$ cat src/rtl/lpc_pkg.sv
// ----------------------------------------------------------------------------
// lpc_pkg
// Shared types, codes and constants for the loop playback crossfade core.
// ----------------------------------------------------------------------------
`timescale 1ns / 1ps

package lpc_pkg;

   localparam int FRAMES_LOG2_DEF = 16;
   localparam int MAX_FADE_DEF    = 16384;
   localparam int SINE_SIZE_DEF   = 256;

   localparam int CSR_ADDR_W = 5;
   localparam int CSR_DATA_W = 32;

   localparam logic [14:0]        FADE_FRAMES_RST = 15'd384;
   localparam logic signed [35:0] MIX_BIAS        = 36'sd16384;
   localparam longint             Q30             = 64'sd1073741824;

   typedef enum logic [1:0] {
      OP_LOAD   = 2'd0,
      OP_SEEK   = 2'd1,
      OP_RENDER = 2'd2
   } opcode_type;

   typedef enum logic [2:0] {
      REG_TOTAL_FRAMES = 3'd0,
      REG_LOOP_ENABLE  = 3'd1,
      REG_LOOP_START   = 3'd2,
      REG_LOOP_END     = 3'd3,
      REG_FADE_FRAMES  = 3'd4
   } reg_index_type;

   typedef enum logic [1:0] {
      RA_ITEM   = 2'd0,
      RA_CURSOR = 2'd1,
      RA_ORIGIN = 2'd2,
      RA_TARGET = 2'd3
   } ram_sel_type;

   // product selects: interpolation, or sample times gain
   typedef enum logic [2:0] {
      MS_INTERP    = 3'd0,
      MS_LEFT_OUT  = 3'd1,
      MS_LEFT_IN   = 3'd2,
      MS_RIGHT_OUT = 3'd3,
      MS_RIGHT_IN  = 3'd4
   } mac_sel_type;

   typedef enum logic [4:0] {
      ST_IDLE,
      ST_DECODE,
      ST_REGION,
      ST_FSETUP,
      ST_PLAY_RD,
      ST_PLAY_CAP,
      ST_RD_A,
      ST_RD_B,
      ST_DIV_INIT,
      ST_DIV,
      ST_GIN_MUL,
      ST_GIN_SUM,
      ST_GOUT_MUL,
      ST_GOUT_SUM,
      ST_MIX_L0,
      ST_MIX_L1,
      ST_MIX_R0,
      ST_MIX_R1,
      ST_FADE_END,
      ST_OUT
   } state_type;

   typedef struct packed {
      logic [1:0]         opcode;
      logic [15:0]        address;
      logic signed [15:0] left_in;
      logic signed [15:0] right_in;
      logic [15:0]        seek_target;
   } req_word_type;

   typedef struct packed {
      logic signed [15:0] left_out;
      logic signed [15:0] right_out;
      logic               ended;
      logic [16:0]        cursor_out;
   } rsp_word_type;

   typedef struct packed {
      logic [16:0] total_frames;
      logic        loop_enable;
      logic [16:0] loop_start;
      logic [16:0] loop_end;
      logic [14:0] fade_frames;
   } cfg_type;

   typedef struct packed {
      logic        take_item;
      logic        ram_we;
      ram_sel_type ram_sel;
      logic        seek_begin;
      logic        seek_empty;
      logic        region_calc;
      logic        wrap_begin;
      logic        fade_setup;
      logic        play_step;
      logic        play_cap;
      logic        end_silence;
      logic        cap_a;
      logic        cap_b;
      logic        div_init;
      logic        div_step;
      logic        mac_en;
      logic        mac_acc;
      logic        mac_bias;
      mac_sel_type mac_sel;
      logic        gain_sel;
      logic        gin_ld;
      logic        gout_ld;
      logic        left_ld;
      logic        right_ld;
      logic        fade_adv;
      logic        out_load;
   } cmd_type;

   typedef struct packed {
      logic [1:0] opcode;
      logic       tf_zero;
      logic       fade_active;
      logic       wrap;
      logic       past_end;
      logic       len_nz;
      logic       div_last;
   } status_type;

   function automatic longint mul_q30(input longint a, input longint b);
      return (a * b) / Q30;
   endfunction

   // quarter sine entry in Q15, odd Taylor series to x^9 in Q30
   function automatic logic [15:0] sine_entry(input int k, input int size_log2);
      longint x;
      longint x2;
      longint p;
      longint y;
      x  = longint'(k) << (30 - size_log2);
      x2 = mul_q30(x, x);
      p  = 64'sd172272;
      p  = -64'sd5026991 + mul_q30(p, x2);
      p  = 64'sd85569306 + mul_q30(p, x2);
      p  = -64'sd693598668 + mul_q30(p, x2);
      p  = 64'sd1686629713 + mul_q30(p, x2);
      y  = mul_q30(p, x);
      if (y < 0) y = 0;
      y = (y + 16384) / 32768;
      if (y > 32768) y = 32768;
      return 16'(y);
   endfunction

endpackage

$ cat src/rtl/lpc_ctrl.sv
// ----------------------------------------------------------------------------
// lpc_ctrl
// Sequencer: steps one word through load, seek or render.
// ----------------------------------------------------------------------------
`timescale 1ns / 1ps

module lpc_ctrl import lpc_pkg::*; (
   input  logic       clock,
   input  logic       reset,
   input  logic       req_valid,
   output logic       req_ready,
   output logic       rsp_valid,
   input  logic       rsp_ready,
   input  status_type status,
   output cmd_type    cmd
);

   state_type state_ff;
   state_type state_in;
   logic      rsp_valid_ff;
   logic      rsp_valid_in;
   logic      out_free;

   assign out_free = !rsp_valid_ff || rsp_ready;

   always_comb begin
      state_in      = state_ff;
      cmd           = '0;
      req_ready     = (state_ff == ST_IDLE);
      cmd.take_item = req_valid && req_ready;
      case (state_ff)
         ST_IDLE: begin
            if (cmd.take_item) state_in = ST_DECODE;
         end
         ST_DECODE: begin
            case (status.opcode)
               OP_LOAD: begin
                  cmd.ram_we  = 1'b1;
                  cmd.ram_sel = RA_ITEM;
                  state_in    = ST_IDLE;
               end
               OP_SEEK: begin
                  if (status.tf_zero) begin
                     cmd.seek_empty = 1'b1;
                     state_in       = ST_IDLE;
                  end else begin
                     cmd.seek_begin = 1'b1;
                     state_in       = ST_FSETUP;
                  end
               end
               OP_RENDER: begin
                  if (status.tf_zero) begin
                     cmd.end_silence = 1'b1;
                     state_in        = ST_OUT;
                  end else if (status.fade_active) begin
                     state_in = ST_RD_A;
                  end else begin
                     cmd.region_calc = 1'b1;
                     state_in        = ST_REGION;
                  end
               end
               default: state_in = ST_IDLE;
            endcase
         end
         ST_REGION: begin
            if (status.wrap) begin
               cmd.wrap_begin = 1'b1;
               state_in       = ST_FSETUP;
            end else if (status.past_end) begin
               cmd.end_silence = 1'b1;
               state_in        = ST_OUT;
            end else begin
               state_in = ST_PLAY_RD;
            end
         end
         ST_FSETUP: begin
            cmd.fade_setup = 1'b1;
            if (status.opcode == OP_SEEK) state_in = ST_IDLE;
            else if (status.len_nz)       state_in = ST_RD_A;
            else                          state_in = ST_PLAY_RD;
         end
         ST_PLAY_RD: begin
            cmd.ram_sel   = RA_CURSOR;
            cmd.play_step = 1'b1;
            state_in      = ST_PLAY_CAP;
         end
         ST_PLAY_CAP: begin
            cmd.play_cap = 1'b1;
            state_in     = ST_OUT;
         end
         ST_RD_A: begin
            cmd.ram_sel = RA_ORIGIN;
            state_in    = ST_RD_B;
         end
         ST_RD_B: begin
            cmd.ram_sel = RA_TARGET;
            cmd.cap_a   = 1'b1;
            state_in    = ST_DIV_INIT;
         end
         ST_DIV_INIT: begin
            cmd.cap_b    = 1'b1;
            cmd.div_init = 1'b1;
            state_in     = ST_DIV;
         end
         ST_DIV: begin
            cmd.div_step = 1'b1;
            if (status.div_last) state_in = ST_GIN_MUL;
         end
         ST_GIN_MUL: begin
            cmd.mac_en  = 1'b1;
            cmd.mac_sel = MS_INTERP;
            state_in    = ST_GIN_SUM;
         end
         ST_GIN_SUM: begin
            cmd.gin_ld = 1'b1;
            state_in   = ST_GOUT_MUL;
         end
         ST_GOUT_MUL: begin
            cmd.gain_sel = 1'b1;
            cmd.mac_en   = 1'b1;
            cmd.mac_sel  = MS_INTERP;
            state_in     = ST_GOUT_SUM;
         end
         ST_GOUT_SUM: begin
            cmd.gain_sel = 1'b1;
            cmd.gout_ld  = 1'b1;
            state_in     = ST_MIX_L0;
         end
         ST_MIX_L0: begin
            cmd.mac_en   = 1'b1;
            cmd.mac_bias = 1'b1;
            cmd.mac_sel  = MS_LEFT_OUT;
            state_in     = ST_MIX_L1;
         end
         ST_MIX_L1: begin
            cmd.mac_en  = 1'b1;
            cmd.mac_acc = 1'b1;
            cmd.mac_sel = MS_LEFT_IN;
            state_in    = ST_MIX_R0;
         end
         ST_MIX_R0: begin
            cmd.left_ld  = 1'b1;
            cmd.mac_en   = 1'b1;
            cmd.mac_bias = 1'b1;
            cmd.mac_sel  = MS_RIGHT_OUT;
            state_in     = ST_MIX_R1;
         end
         ST_MIX_R1: begin
            cmd.mac_en  = 1'b1;
            cmd.mac_acc = 1'b1;
            cmd.mac_sel = MS_RIGHT_IN;
            state_in    = ST_FADE_END;
         end
         ST_FADE_END: begin
            cmd.right_ld = 1'b1;
            cmd.fade_adv = 1'b1;
            state_in     = ST_OUT;
         end
         ST_OUT: begin
            if (out_free) begin
               cmd.out_load = 1'b1;
               state_in     = ST_IDLE;
            end
         end
         default: state_in = ST_IDLE;
      endcase
   end

   always_comb begin
      if (cmd.out_load)    rsp_valid_in = 1'b1;
      else if (rsp_ready)  rsp_valid_in = 1'b0;
      else                 rsp_valid_in = rsp_valid_ff;
   end

   always_ff @(posedge clock) begin
      if (reset) begin
         state_ff     <= ST_IDLE;
         rsp_valid_ff <= 1'b0;
      end else begin
         state_ff     <= state_in;
         rsp_valid_ff <= rsp_valid_in;
      end
   end

   assign rsp_valid = rsp_valid_ff;

endmodule

$ cat config.mk
export PLATFORM = sky130hd
export DESIGN_NAME = lpc_ctrl
export DESIGN_NICKNAME = d
export VERILOG_FILES = /design/src/rtl/lpc_pkg.sv /design/src/rtl/lpc_ctrl.sv
export SDC_FILE = /design/constraint.sdc
export NUM_CORES = 1
export LEC_CHECK = 0
export BUFFER_PORTS_ARGS = -buffer_cell sky130_fd_sc_hd__buf_2
export CAP_MARGIN = 40
export CELL_PAD_IN_SITES_DETAIL_PLACEMENT = 1
export CELL_PAD_IN_SITES_GLOBAL_PLACEMENT = 1
export CORE_UTILIZATION = 31
export DETAILED_ROUTE_END_ITERATION = 8
export PLACE_DENSITY = 0.95
export SLEW_MARGIN = 20
export SYNTH_ARGS = -nofsm -noshare
export SYNTH_HDL_FRONTEND = slang
export SYNTH_SLANG_ARGS = --single-unit
$ cat constraint.sdc
create_clock -name clock -period 3.56 [get_ports clock]
set_input_delay 0 -clock clock [delete_from_list [all_inputs] [get_ports clock]]
set_output_delay 0 -clock clock [all_outputs]
set_load 0.1 [all_outputs]
Word level (Yosys, flattened, before mapping) --
Index checks and enable logic that the tools add are counted.
Cells by class: eq/ne operators 24, multiplexer cells 47, reduce and logical (&&, ||, !) cells 12
Operators by type and width (count):
- one-hot mux 5 bit (19 select lines) | 1
- equality test 5 x 4 -> 1 bit, second input constant | 8
- two-way mux 5 bit | 7
- two-way mux 1 bit | 27
- equality test 5 x 3 -> 1 bit, second input constant | 4
- equality test 5 bit, second input constant | 4
- one-hot mux 3 bit (4 select lines) | 1
- equality test 5 x 2 -> 1 bit, second input constant | 2
- two-way mux 2 bit | 5
- one-hot mux 5 bit (2 select lines) | 1
- two-way mux 3 bit | 3
- one-hot mux 2 bit (4 select lines) | 1
- OR reduction 2 bit | 4
- OR reduction 6 bit | 1
- equality test 5 x 1 -> 1 bit, second input constant | 1
- zero test 5 bit | 1
- inequality test 2 bit, second input constant | 2
- AND reduction 3 bit | 1
- equality test 2 x 1 -> 1 bit, second input constant | 1
- equality test 2 bit, second input constant | 1
- zero test 2 bit | 1
- inequality test 2 x 1 -> 1 bit, second input constant | 1
- one-hot mux 1 bit (2 select lines) | 1
- nonzero test 2 bit | 1
- 3 further kinds | 3
Storage, ports and cells: flip-flop bits (word level) 6, logic and storage cells 85, output and inout port bits 31

Logic depth before layout (Yosys ltp) --
depth in word-level cells 5, depth in mapped cells 7

Least setup slack after synthesis --
Ideal clock, no wire load.
path kind register -> output, from reg state_ff[1], to out cmd[8] in the netlist's numbering, arrival 3.872 ns, stages on the path, launching flop included 6, path slack -0.312 ns, required time 3.560 ns, cell sequence dfxtp_1 buf_2 or2_1 buf_2 nor3_1 o21bai_1
RTL lines:
- start, declared | RTL line lpc_ctrl.sv:18 | state_type state_ff;
- start signal, assigned | RTL line lpc_ctrl.sv:180 | state_ff <= state_in;
- end, declared | RTL line lpc_ctrl.sv:15 | output cmd_type cmd

==> impl_metrics.csv <==
group,metric,value,unit
power_and_ir_drop,power-per-cell-area,358,nW/µm²
sta,period_needed,2.53,ns
die,die_y,53.4,µm
power_and_ir_drop,power.share.switching,57.7,%
place,gp_congestion,0.826,
worst_setup_path,critical_path_peak_fanout,25,
clock_tree,cts_sinks,6,
flow_run,maxCapViolCount,0,
die,rows,18,
layout,multi_input_comb_area,626,µm²
clock_tree,cts_buffers,3,
layout,seq_area,120,µm²
detailed_routing,ant_nets,0,
clock_tree,cts_setup_buffers,0,
layout,fill_cells,342,
sta,worst_pin_slew,0.810,ns
place,place_area,1010,µm²
die,start_util,33.0,%
yosys,synth_nets,144,
power_and_ir_drop,power_frac_seq,26.4,%
yosys,synth_area_leaders,"dfxtp_1, nor2_1, nor3_1",
power_and_ir_drop,p_int,156,µW
worst_setup_path,start_kind,"flop",
worst_setup_path,crit_chain,"and2b_1, nand2b_1, nor2_1, nand2_1, nor3_1, buf_2",
place,numPortBuffers,42,
yosys,syn-cell-area,818,µm²
sta,rsz0062_at_grt,"false",
die,dieWidth,53.4,µm
clock_tree,clk_pin_slew,0.05,ns
detailed_routing,vias,1058,
yosys,synth.largest_area_cell,"dfxtp_1",
global_route,grt_max_degree,26,
die,coreArea,2480,µm²
yosys,ys_seq_elements,6,
worst_setup_path,crit_slowest_cell,"dfxtp_1",
power_and_ir_drop,ir_drop,206,µV
detailed_routing,wirelength,2780,µm
yosys,synth-edff-count,0,
detailed_routing,viasPerCell,5.51,
yosys,synth_area_per_cell,6.34,µm²
yosys,seq_area_frac_synth,14.7,%
yosys,yosysWarningCount,0,
layout,final_area,1030,µm²
power_and_ir_drop,switchingPower,214,µW
detailed_routing,drt-pass1-iter-count,4,
min_path,min_path_type,"in2reg",
clock_tree,cts.repair.resized,0,
worst_setup_path,crit_path_end_kind,"output pin",
worst_setup_path,cp_slowest_stage_delay,0.84,ns
yosys,async_reset_ff_share,0,%
clock_tree,root_buffer,"clkbuf_4",
sta,setup_viol,0,
global_route,grt-ovfl-total,0,
layout,num-nets-final,179,
detailed_routing,drt_iter0_markers,16,
sta,fin_skew,0.0114,ns
yosys,synth_flop_cell,"dfxtp_1",
yosys,synthCells,129,
layout,drive_gt1_share,30.2,%
worst_setup_path,critical_path_class,"reg2out",
die,pin_count,43,
global_route,grt_use_total,21.3,%
detailed_routing,drcViolationCount,0,
global_route,grt_pass1_wl,4550,µm
layout,final_common_cell,"buf_2",
clock_tree,hold_buffers,0,
global_route,first_global_vias,1014,
die,dieArea,2850,µm²
yosys,synth_top_area_share,14.7,%
power_and_ir_drop,pwr-share-comb,56.3,%
yosys,synth_cell_types,41,
layout,layout_common_cells,"buf_2, nor2_1, nand2_1",
outcome,status,"finished clean",
sta,slew_viol_final,0,
clock_tree,htree_levels,1,
layout,area_delta_synth_final,26.5,%
worst_setup_path,critPathRequiredTime,3.56,ns
place,dp.final_hpwl,2150,µm
worst_setup_path,crit_arrival,2.53,ns
clock_tree,tritoncts,"done",
sta,setup-tns-final,0,ns
sta,max_freq,395,MHz
sta,hold_viol_final,0,
global_route,antenna_found_initial,0,
power_and_ir_drop,power_leakage,0.000520,µW
layout,antenna_cells,0,
power_and_ir_drop,power_frac_clock,17.3,%
sta,fin_crit_sh,71.1,%
clock_tree,clkLatencyLatePin,0.25,ns
detailed_routing,wire_per_inst,14.5,µm
sta,maxSlewHeadroom,45.9,%
clock_tree,cts_buffer_depth,2,
[synthesized netlist by cell type (all sizes together), types with 2 or more instances]
cell and instances:
nor2b 5, nand3 3, buf 11, ha 3, and2 2, and3 4
nor2 23, xor2 2, dfxtp 6, nand2 10, a21oi 4, nor4 3
o21ai 6, or2 2, or3 2, nand2b 7, o311ai 2, nor3 10
nand4 2, inv 5
[cell families (layout without fill, tap and decap cells)]
group,after synthesis,count (layout),synth area share [%]
buffers and inverters,17,50,10.2
AND/OR/NAND/NOR,76,76,46.9
XOR/XNOR,2,2,2.14
AO/OA/AOI/OAI,25,25,21.4
flip-flops,6,6,14.7
adder cells (fa/ha/maj),3,3,4.59
[flip-flops by register name, summed over array words and instances (netlist names)]
name and count:
rsp_valid 1, state_ff 5
[worst paths after layout]
kind / from / end / slack [ns] / cells after the start
worst max-delay path: state_ff[0]$_SDFFE_PP0P_ / cmd[22] / 1.03 / 6
worst min-delay path: reset / state_ff[3]$_SDFFE_PP0P_ / 0.02 / 2
worst max register to register: state_ff[0]$_SDFFE_PP0P_ / state_ff[4]$_SDFFE_PP0P_ / 1.53 / 5
worst min register to register: rsp_valid$_SDFFE_PP0P_ / state_ff[1]$_SDFFE_PP0P_ / 0.71 / 3
[routing by layer]
layer	track usage [%]	vias to the layer above	share of wire (%)
met5	0	-	0
met3	4.60	4	5.7
met1	27.7	495	45
li1	-	521	-
met2	35.0	38	48
met4	4.82	0	1.0
[cell type report]
cell class                 instances  area share, %
multi-input combinational        106           60.5
timing repair buffer              42           20.3
sequential                         6           11.6
tap                               30           3.63
clock buffer                       3           2.18
inverter                           5           1.81
[critical path: cells and delay by family (launching register included)]
family | cells | cell delay, ns
flops | 1 | 0.84
buf+inv | 1 | 0.45
simple gates | 5 | 0.98
[power by group through the flow]
| stage | Combinational, µW | Sequential [µW] | Clock (µW) |
|---|---|---|---|
| 3_3_place_gp | 204 | 96.4 | 0 |
| 2_1_floorplan | 192 | 77.0 | 0 |
| 4_1_cts | 208 | 97.0 | 66.0 |
| 5_1_grt | 222 | 100 | 72.1 |
| 6_report | 208 | 97.8 | 63.9 |
| 3_5_place_dp | 207 | 98.3 | 0 |
[per-stage QoR]
step	hold WS (ns)	std cells	total power (µW)	setup WS, ns	util, %
after floorplan	0.0691	129	269	0.0582	-
after global placement	0.265	189	300	1.43	40.9
after detailed placement	0.273	189	305	1.32	40.9
after CTS	0.0198	192	371	1.04	41.8
after global routing	0.0264	192	394	0.818	41.8
final	0.0246	192	370	1.03	41.8
Note: power is estimated with default switching activity, not from simulation.
