--- config.mk ---
export PLATFORM = sky130hd
export DESIGN_NAME = lpc_csr
export DESIGN_NICKNAME = d
export VERILOG_FILES = /design/src/rtl/lpc_pkg.sv /design/src/rtl/lpc_csr.sv
export SDC_FILE = /design/constraint.sdc
export NUM_CORES = 1
export LEC_CHECK = 0
export BUFFER_PORTS_ARGS = -buffer_cell sky130_fd_sc_hd__buf_2
export CAP_MARGIN = 20
export CORE_UTILIZATION = 48
export CTS_CLUSTER_DIAMETER = 80
export DETAILED_ROUTE_END_ITERATION = 6
export PLACE_DENSITY = 0.91
export SETUP_SLACK_MARGIN = 0.2
export SYNTH_ARGS = -nofsm -noshare
export SYNTH_HDL_FRONTEND = slang
export SYNTH_SLANG_ARGS = --single-unit
--- constraint.sdc ---
create_clock -name clock -period 2.2 [get_ports clock]
set_clock_uncertainty 0.2 [all_clocks]
set_input_delay 0.44 -clock clock [delete_from_list [all_inputs] [get_ports clock]]
set_output_delay 0.44 -clock clock [all_outputs]
set_load 0.01 [all_outputs]
--- src/rtl/lpc_pkg.sv ---
// ----------------------------------------------------------------------------
// lpc_pkg
// Shared types, codes and constants for the loop playback crossfade core.
// ----------------------------------------------------------------------------
`timescale 1ns / 1ps

package lpc_pkg;

   localparam int FRAMES_LOG2_DEF = 16;
   localparam int MAX_FADE_DEF    = 16384;
   localparam int SINE_SIZE_DEF   = 256;

   localparam int CSR_ADDR_W = 5;
   localparam int CSR_DATA_W = 32;

   localparam logic [14:0]        FADE_FRAMES_RST = 15'd384;
   localparam logic signed [35:0] MIX_BIAS        = 36'sd16384;
   localparam longint             Q30             = 64'sd1073741824;

   typedef enum logic [1:0] {
      OP_LOAD   = 2'd0,
      OP_SEEK   = 2'd1,
      OP_RENDER = 2'd2
   } opcode_type;

   typedef enum logic [2:0] {
      REG_TOTAL_FRAMES = 3'd0,
      REG_LOOP_ENABLE  = 3'd1,
      REG_LOOP_START   = 3'd2,
      REG_LOOP_END     = 3'd3,
      REG_FADE_FRAMES  = 3'd4
   } reg_index_type;

   typedef enum logic [1:0] {
      RA_ITEM   = 2'd0,
      RA_CURSOR = 2'd1,
      RA_ORIGIN = 2'd2,
      RA_TARGET = 2'd3
   } ram_sel_type;

   // product selects: interpolation, or sample times gain
   typedef enum logic [2:0] {
      MS_INTERP    = 3'd0,
      MS_LEFT_OUT  = 3'd1,
      MS_LEFT_IN   = 3'd2,
      MS_RIGHT_OUT = 3'd3,
      MS_RIGHT_IN  = 3'd4
   } mac_sel_type;

   typedef enum logic [4:0] {
      ST_IDLE,
      ST_DECODE,
      ST_REGION,
      ST_FSETUP,
      ST_PLAY_RD,
      ST_PLAY_CAP,
      ST_RD_A,
      ST_RD_B,
      ST_DIV_INIT,
      ST_DIV,
      ST_GIN_MUL,
      ST_GIN_SUM,
      ST_GOUT_MUL,
      ST_GOUT_SUM,
      ST_MIX_L0,
      ST_MIX_L1,
      ST_MIX_R0,
      ST_MIX_R1,
      ST_FADE_END,
      ST_OUT
   } state_type;

   typedef struct packed {
      logic [1:0]         opcode;
      logic [15:0]        address;
      logic signed [15:0] left_in;
      logic signed [15:0] right_in;
      logic [15:0]        seek_target;
   } req_word_type;

   typedef struct packed {
      logic signed [15:0] left_out;
      logic signed [15:0] right_out;
      logic               ended;
      logic [16:0]        cursor_out;
   } rsp_word_type;

   typedef struct packed {
      logic [16:0] total_frames;
      logic        loop_enable;
      logic [16:0] loop_start;
      logic [16:0] loop_end;
      logic [14:0] fade_frames;
   } cfg_type;

   typedef struct packed {
      logic        take_item;
      logic        ram_we;
      ram_sel_type ram_sel;
      logic        seek_begin;
      logic        seek_empty;
      logic        region_calc;
      logic        wrap_begin;
      logic        fade_setup;
      logic        play_step;
      logic        play_cap;
      logic        end_silence;
      logic        cap_a;
      logic        cap_b;
      logic        div_init;
      logic        div_step;
      logic        mac_en;
      logic        mac_acc;
      logic        mac_bias;
      mac_sel_type mac_sel;
      logic        gain_sel;
      logic        gin_ld;
      logic        gout_ld;
      logic        left_ld;
      logic        right_ld;
      logic        fade_adv;
      logic        out_load;
   } cmd_type;

   typedef struct packed {
      logic [1:0] opcode;
      logic       tf_zero;
      logic       fade_active;
      logic       wrap;
      logic       past_end;
      logic       len_nz;
      logic       div_last;
   } status_type;

   function automatic longint mul_q30(input longint a, input longint b);
      return (a * b) / Q30;
   endfunction

   // quarter sine entry in Q15, odd Taylor series to x^9 in Q30
   function automatic logic [15:0] sine_entry(input int k, input int size_log2);
      longint x;
      longint x2;
      longint p;
      longint y;
      x  = longint'(k) << (30 - size_log2);
      x2 = mul_q30(x, x);
      p  = 64'sd172272;
      p  = -64'sd5026991 + mul_q30(p, x2);
      p  = 64'sd85569306 + mul_q30(p, x2);
      p  = -64'sd693598668 + mul_q30(p, x2);
      p  = 64'sd1686629713 + mul_q30(p, x2);
      y  = mul_q30(p, x);
      if (y < 0) y = 0;
      y = (y + 16384) / 32768;
      if (y > 32768) y = 32768;
      return 16'(y);
   endfunction

endpackage

--- src/rtl/lpc_csr.sv ---
// ----------------------------------------------------------------------------
// lpc_csr
// Configuration registers behind the APB-style port.
// ----------------------------------------------------------------------------
`timescale 1ns / 1ps

module lpc_csr import lpc_pkg::*; (
   input  logic                  clock,
   input  logic                  reset,
   input  logic                  psel,
   input  logic                  penable,
   input  logic                  pwrite,
   input  logic [CSR_ADDR_W-1:0] paddr,
   input  logic [CSR_DATA_W-1:0] pwdata,
   output logic [CSR_DATA_W-1:0] prdata,
   output logic                  pready,
   output cfg_type               cfg
);

   cfg_type       cfg_ff;
   cfg_type       cfg_in;
   reg_index_type reg_idx;
   logic          wr_en;

   assign pready  = 1'b1;
   assign reg_idx = reg_index_type'(paddr[CSR_ADDR_W-1:2]);
   assign wr_en   = psel && penable && pwrite && pready;

   always_comb begin
      cfg_in = cfg_ff;
      if (wr_en) begin
         case (reg_idx)
            REG_TOTAL_FRAMES: cfg_in.total_frames = pwdata[16:0];
            REG_LOOP_ENABLE:  cfg_in.loop_enable  = pwdata[0];
            REG_LOOP_START:   cfg_in.loop_start   = pwdata[16:0];
            REG_LOOP_END:     cfg_in.loop_end     = pwdata[16:0];
            REG_FADE_FRAMES:  cfg_in.fade_frames  = pwdata[14:0];
            default: begin
            end
         endcase
      end
   end

   always_comb begin
      case (reg_idx)
         REG_TOTAL_FRAMES: prdata = CSR_DATA_W'(cfg_ff.total_frames);
         REG_LOOP_ENABLE:  prdata = CSR_DATA_W'(cfg_ff.loop_enable);
         REG_LOOP_START:   prdata = CSR_DATA_W'(cfg_ff.loop_start);
         REG_LOOP_END:     prdata = CSR_DATA_W'(cfg_ff.loop_end);
         REG_FADE_FRAMES:  prdata = CSR_DATA_W'(cfg_ff.fade_frames);
         default:          prdata = '0;
      endcase
   end

   always_ff @(posedge clock) begin
      if (reset) begin
         cfg_ff.total_frames <= '0;
         cfg_ff.loop_enable  <= 1'b0;
         cfg_ff.loop_start   <= '0;
         cfg_ff.loop_end     <= '0;
         cfg_ff.fade_frames  <= FADE_FRAMES_RST;
      end else begin
         cfg_ff <= cfg_in;
      end
   end

   assign cfg = cfg_ff;

endmodule

Word level (Yosys, flattened, before mapping). Index checks and enable logic that the tools add are counted.

Logic and storage cells: 18. Bits of input ports: 42. Output and inout bits: 100. Register bits: 67.

Equal/unequal tests: 4. Reductions and logical operators: 8. Muxes and demuxes: 1.

Operators by type and width (number): one-hot mux 17 bit (5 select lines) (1); AND reduction 2 bit (5); equality test 3 x 2 -> 1 bit, second input constant (2); equality test 3 x 1 -> 1 bit, second input constant (1); equality test 3 bit, second input constant (1); zero test 3 bit (1); logical AND 1 bit (2).

Depth between registers and ports, before layout. Gate-level depths: netlist of the first run.

Depth after elaboration: 3. Depth in mapped cells: 6. Gate-level depth less buffers: 3.

Worst setup path before layout of the first run. No wires, ideal clock.

Kind: input port to output port. From: input paddr[3]. To: output prdata[10]. Slack: 0.083 ns. Arrival time: 1.477 ns. Stages on the path: 5. Path buffers: 3. Required time: 1.560 ns. Path through: buf_2 > buf_2 > buf_2 > mux2i_1 > o211ai_1.

Cells in the longest elaborated chain, start to end: 2. Elaborated cells between the ends (all ways): 6. Classes of those cells: eq/ne: 4; mux: 1; reduce/logical: 1.

Ends and longest elaborated chain: from (decl) (RTL line lpc_csr.sv:13) `input logic [CSR_ADDR_W-1:0] paddr,`; equality test 3 bit (tied with other cells) (RTL line lpc_csr.sv:45) `case (reg_idx)`; one-hot mux 17 bit (5 select lines) (*) (RTL line lpc_csr.sv:45); to (decl) (RTL line lpc_csr.sv:15) `output logic [CSR_DATA_W-1:0] prdata,`.

Every way passes the cells marked *; elsewhere a longest branch is shown, timed or not.

Final worst setup path of the first run.
From: input paddr[2]. To: output prdata[9].

The elaborated chain is that of the path after synthesis.

==> impl_results.md, run 1 <==
* Outcome: finished clean
* Peak supply drop at 0.3974 mV
* Overflow left after global routing at 0
* IO Port Bufs at 108
* Standard-cell rows at 30
* Final setup fails at 0
* Area added between synthesis and finish at 23.10%
* Total power divided by cell area at 540.0 nW/um^2
* Final Critical Period at 1.970 ns
* Cells after Synth at 349
* Cell breakdown of the critical path: buf_2 -> and2_4 -> nand3b_1 -> o211ai_1 -> buf_2
* Placed wire-length estimate at 6184 um
* Drt pass-1 iters at 4
* Slowest stage delay, CP at 0.31 ns
* IO Pins at 142
* Fin area at 4248 um^2
* Per-cell routed wire length at 15.62 um
* RD Place Congestion at 0.7934
* Number of flip-flops in the largest register at 67
* Fin. max-slew vios at 0
* Worst-skew pair later-pin latency at 0.33 ns
* Placeable core region at 6869 um^2
* Hold violation count in the final report at 0
* RSZ-0062 raised after global routing: yes
* Share of synthesized area occupied by flip-flops and latches at 38.87%
* First DRT Iteration DRCs at 130
* Average footprint of a synthesized cell at 9.888 um^2
* Ratio of final minimum period to clock period at 89.54%
* Clock Tree Root: sky130_fd_sc_hd__clkbuf_8
* Clock tree from TritonCTS: built
* Path type of the worst setup path: in -> out
* Number of clock buffers inserted by TritonCTS at 9
* Most used cells in the layout excluding fill and tap cells: sky130_fd_sc_hd__buf_2 (107), sky130_fd_sc_hd__mux2i_1 (85), sky130_fd_sc_hd__nand2b_1 (82)
* Count of inserted antenna diode cells at 0
* Worst hold-check path type: in -> reg
* FILL cells at 583
* Cell type of the slowest stage on the worst timing path: sky130_fd_sc_hd__and2_4
* Peak Freq at 507.7 MHz
* Floorplan die width at 86.79 um
* Most common cell after layout, fill and taps aside: sky130_fd_sc_hd__buf_2
* Arr. time, crit path at 1.33 ns
* Maximum level of the CTS H-tree at 3
* Maximum fanout along the worst path at 16
* Area after DPL at 4053 um^2
* Endpoint type of the worst setup path: output port
* Remaining routing DRC violations at 0
* Post-synth design cell area at 3451 um^2
* Residual antenna-violating net count after detailed routing at 0
* Total Power Consumption at 2294 uW
* CTS sink count at 67
* Aggregate routed wire length at 8746 um
* Startpoint type of the worst setup path: primary input
* Required arrival time at the worst endpoint at 1.56 ns
* Global router's overall resource usage at 23.47%
* Via Count at 2,856
* Maximum number of pins on one net before global-route repair at 87
* Global-route wire length before repair at 13,390 um
* Clk slew on worst S/H paths at 0.07 ns
* Die Area at 7533 um^2
* Layout Nets at 501
* Most numerous cell on the critical path: sky130_fd_sc_hd__buf_2
* Avg Vias per Cell at 5.100
* Reported leakage power at 0.002165 uW
* Yosys warns at 0
* Synthesized flop and latch total at 67
* Number of max-cap violations at 0
* Hold Worst Slack at 0.2111 ns
* Clock Tree Buf Depth at 2
* Starting density of the core at 50.24%
* Count of unique library cells instantiated by Yosys at 28
* Number of global-route vias before repair at 2,731
* Die span in y at 86.79 um
* Share of layout cells above drive strength 1 at 33.19%
* Number of antenna violations at the first check in global routing at 0
[worst paths after layout]
path / depth (start not counted) / from / slack (ns) / end
max reg2reg: 2 / cfg[54] / 1.29 / cfg[54]
max: 5 / paddr[2] / 0.23 / prdata[9]
min: 3 / pwdata[8] / 0.21 / cfg[8]
min reg2reg: 2 / cfg[65] / 0.28 / cfg[65]
[critical path, delay by kind of cell]
kind	cells	cell delay, ns
AND/OR/NAND/NOR	2	0.43
AO/OA/AOI/OAI	1	0.12
buffers and inverters	2	0.33
[logic make-up after synthesis]
| group | synth area share [%] |
|---|---|
| buffers and inverters | 8.266 |
| AO/OA/AOI/OAI | 3.843 |
| multiplexers | 24.66 |
| flip-flops | 38.87 |
| AND/OR/NAND/NOR | 24.15 |
| other | 0.2176 |
[cell usage after synthesis (all sizes together)]
library cell | instances | area share, %
o21ai | 2 | 0.29
nand4b | 1 | 0.69
a21oi | 2 | 0.29
nor3b | 3 | 0.80
nand4 | 1 | 0.36
or3 | 1 | 0.18
or3b | 3 | 0.76
mux2i | 85 | 25
o211ai | 14 | 3.0
o21a | 1 | 0.22
dfxtp | 67 | 39
nand2 | 16 | 1.7
conb | 2 | 0.22
clkbuf | 14 | 1.6
buf | 30 | 6.7
nand2b | 82 | 15
nor3 | 2 | 0.29
nor2 | 4 | 0.43
nand3b | 15 | 3.3
and2 | 1 | 0.22
or2 | 3 | 0.54
[per-stage QoR]
stage | setup TNS [ns] | setup WS, ns | utilization (%) | std cells
2_1_floorplan | 0 | 0.2175 | - | 363
3_3_place_gp | -0.08858 | -0.02306 | 59.00 | 542
3_5_place_dp | -0.3059 | -0.06498 | 59.00 | 542
4_1_cts | 0 | 0.2144 | 61.57 | 558
5_1_grt | 0 | 0.1762 | 61.84 | 560
6_report | 0 | 0.2302 | 61.84 | 560
[power by group]
part	internal, uW	switching (uW)	total (uW)
clock	405	436	841
sequential	1220	7.00	1230
combinational	99.3	125	224
[timing repair]
action                                  CTS  global route
gates resized for setup                   8             1
pin swaps                                 0             1
hold buffers                              0             0
endpoints found under the hold margin     0             0
endpoints found under the setup margin   17            11
setup buffers                             0             2
cloned                                    0             0
[cell type report]
type	instances	area [um^2]	area share (%)
Tap cell	96	120.1	2.828
Timing Repair Buffer	129	724.4	17.05
Multi-Input combinational cell	252	1906	44.86
Clock buffer	13	138.9	3.270
Sequential cell	67	1344	31.63
Clock inverter	3	15.01	0.3535
[layer usage]
layer | vias to the layer above | routed length (um) | global-route usage [%]
li1 | 1365 | - | -
met1 | 1362 | 3671 | 28.22
met2 | 111 | 4397 | 40.23
met3 | 18 | 473 | 4.476
met4 | 0 | 203 | 11.21
met5 | - | 0 | 0
No activity file was read; power rests on OpenSTA's default activity.
==> inputs of run 2 (changes only) <==
--- a/config.mk
+++ b/config.mk
@@ -7,10 +7,13 @@
 export LEC_CHECK = 0
 export BUFFER_PORTS_ARGS = -buffer_cell sky130_fd_sc_hd__buf_2
 export CAP_MARGIN = 20
-export CORE_UTILIZATION = 48
+export CELL_PAD_IN_SITES_DETAIL_PLACEMENT = 1
+export CELL_PAD_IN_SITES_GLOBAL_PLACEMENT = 1
+export CORE_MARGIN = 1
+export CORE_UTILIZATION = 36
 export CTS_CLUSTER_DIAMETER = 80
 export DETAILED_ROUTE_END_ITERATION = 6
-export PLACE_DENSITY = 0.91
+export PLACE_DENSITY = 0.92
 export SETUP_SLACK_MARGIN = 0.2
 export SYNTH_ARGS = -nofsm -noshare
 export SYNTH_HDL_FRONTEND = slang
==> run 2 against run 1 <==
  * Sequential cell count unchanged
  * Combinational power up 9.8%
  * Cell count up 6.6%
  * Setup slack worse by 0.049 ns
  * Clock power up 47%
  * Via count up 0.53%
  * First-iteration DRC count down 47%
  * Clock-buffer cell count down 4
  * Non-clock buffer count up 4
  * Die area up 33%
  * Hold slack better by 0.0013 ns
  * Critical endpoint is now prdata[7]
  * Largest power group is now clock
==> impl_results.md, run 2 (synthesis gave the netlist of run 1 again) <==
* Outcome: finished clean
* Clock tree from TritonCTS: built
* Switching part of the total power at 23.25% (-1.5 points)
* Number of global-route vias before repair at 2,948 (+7.9%)
* Hold violation count in the final report at 0 (unchanged)
* Path type of the worst setup path: in -> out
* Maximum number of pins on one net before global-route repair at 87 (unchanged)
* Reported leakage power at 0.002246 uW (+3.7%)
* Number of flip-flops in the largest register at 67 (unchanged)
* Placed wire-length estimate at 7139 um (+15%)
* Remaining routing DRC violations at 0 (unchanged)
* Peak supply drop at 0.3023 mV (-24%)
* Worst-skew pair later-pin latency at 0.33 ns (about the same)
* Arr. time, crit path at 1.38 ns (+0.05 ns)
* Final Critical Period at 2.019 ns (+0.04921 ns)
* Clock Tree Root: sky130_fd_sc_hd__clkbuf_8
* Layout Nets at 505 (+0.80%)
* Aggregate routed wire length at 10,090 um (+15%)
* Residual antenna-violating net count after detailed routing at 0 (unchanged)
* IO Port Bufs at 108 (unchanged)
* Ratio of final minimum period to clock period at 91.77% (+2.2 points)
* FILL cells at 1,096 (+88%)
* Number of antenna violations at the first check in global routing at 0 (unchanged)
* Endpoint type of the worst setup path: output port
* Drt pass-1 iters at 4 (unchanged)
* Sequential cell fraction of total power at 45.2% (-8.4 points)
* Part of the power in combinational logic at 9.1% (-0.7 points)
* Switching power summed over all nets at 631.7 uW (+11%)
* Part of the power in the clock network at 45.7% (+9.0 points)
* Die span in y at 99.91 um (+15%)
* Per-cell routed wire length at 16.90 um (+8.2%)
* Via Count at 2,871 (+0.53%)
* Maximum level of the CTS H-tree at 3 (unchanged)
* Maximum fanout along the worst path at 8 (-8)
* Met2 track demand over resource at 37.08% (-3.1 points)
* Share of layout cells above drive strength 1 at 36.11% (+2.9 points)
* Number of clock buffers inserted by TritonCTS at 9 (unchanged)
* Global route hottest layer: met2
* Final setup fails at 0 (unchanged)
* Avg Vias per Cell at 4.809 (-5.7%)
* Area added between synthesis and finish at 29.66%
* Fin. max-slew vios at 0 (unchanged)
* Global router's overall resource usage at 20.44% (-3.0 points)
* TNS Setup at 0 ns (unchanged)
* Peak Freq at 495.3 MHz (-2.4%)
* Clock Tree Buf Depth at 2 (unchanged)
* RD Place Congestion at 0.7760 (-2.2%)
* Total power divided by cell area at 607.2 nW/um^2 (+12%)
* Hold Worst Slack at 0.2124 ns (+0.001294 ns)
* Met1 Track Usage GR at 24.36% (-3.9 points)
* Standard-cell rows at 35 (+17%)
* RSZ-0062 raised after global routing: yes
* Internal cell power at 2085 uW (+21%)
* Met3 track demand over resource in global routing at 3.691% (-0.79 points)
* Worst hold-check path type: in -> reg
* Most used cells in the layout excluding fill and tap cells: sky130_fd_sc_hd__buf_2 (105), sky130_fd_sc_hd__mux2i_1 (85), sky130_fd_sc_hd__nand2b_1 (82)
* Clk slew on worst S/H paths at 0.07 ns (about the same)
* Placeable core region at 9284 um^2 (+35%)
* Starting density of the core at 37.17% (-13 points)
* Startpoint type of the worst setup path: primary input
* Number of max-cap violations at 0 (unchanged)
* IO Pins at 142 (unchanged)
* CTS sink count at 67 (unchanged)
* Required arrival time at the worst endpoint at 1.56 ns (about the same)
* Overflow left after global routing at 0 (unchanged)
* Global-route wire length before repair at 15,580 um (+16%)
* First DRT Iteration DRCs at 69 (-47%)
* Count of inserted antenna diode cells at 0 (unchanged)
* Die Area at 9981 um^2 (+33%)
* Floorplan die width at 99.91 um (+15%)
* Most common cell after layout, fill and taps aside: sky130_fd_sc_hd__buf_2
## run 2: changes by cell type in the layout (fill, tap and decap cells not counted), moves of 3 or more
cell | previous run | this run
sky130_fd_sc_hd__buf_6 | 3 | 7
sky130_fd_sc_hd__bufinv_16 | 0 | 3
sky130_fd_sc_hd__clkbuf_1 | 4 | 0
sky130_fd_sc_hd__nand2_1 | 16 | 8
sky130_fd_sc_hd__nand2_2 | 0 | 8
## run 2: worst paths after layout
kind,from,to,slack [ns],cells past startpoint
max,paddr[2],prdata[7],0.18,7
min,pwdata[7],cfg[7],0.21,3
max reg2reg,cfg[13],cfg[13],1.31,2
min reg2reg,cfg[54],cfg[54],0.29,2
## run 2: layer usage
| metal | wire, um | vias up |
|---|---|---|
| li1 | - | 1377 |
| met1 | 4302 | 1411 |
| met2 | 5286 | 73 |
| met3 | 407 | 10 |
| met4 | 91 | 0 |
| met5 | 0 | - |
## run 2: layout make-up
type	instances	area [um^2]	area share, %
Clock buffer	9	123.9	2.768
Clock inverter	7	116.4	2.601
Multi-Input combinational cell	252	1931	43.15
Sequential cell	67	1343	30.01
Tap cell	129	161.4	3.607
Timing Repair Buffer	133	799.5	17.87
## run 2: critical path, cell delays in order
cell	delay, ns
sky130_fd_sc_hd__buf_12	0.11
sky130_fd_sc_hd__buf_6	0.11
sky130_fd_sc_hd__nor3b_4	0.22
sky130_fd_sc_hd__buf_6	0.19
sky130_fd_sc_hd__nand2_2	0.05
sky130_fd_sc_hd__o211ai_1	0.09
sky130_fd_sc_hd__buf_2	0.17
## run 2: through the flow
step / instances / power, uW / cell area (um^2) / setup WS, ns / util, %
after floorplan: 363 / 1414 / 3525 / 0.2175 / -
after global placement: 575 / 1475 / 4106 / 0.07518 / 44.23
after detailed placement: 575 / 1481 / 4106 / 0.04183 / 44.23
after CTS: 597 / 2741 / 4463 / 0.1520 / 48.07
after global routing: 597 / 2813 / 4474 / 0.1158 / 48.19
final: 597 / 2717 / 4474 / 0.1810 / 48.19
## run 2: power by group through the flow
stage	Sequential, uW	Combinational, uW	Clock, uW
floorplan	1260	155	0
global placement	1260	219	0
detailed placement	1260	225	0
CTS	1230	246	1270
global route	1230	266	1320
finish	1230	246	1240
## run 2: repair_timing
item	4_1_cts	5_1_grt
hold buffers	0	0
setup endpoints to repair	16	16
gates resized for setup	23	5
setup buffers	6	0
pin swaps	11	2
gates cloned	0	0
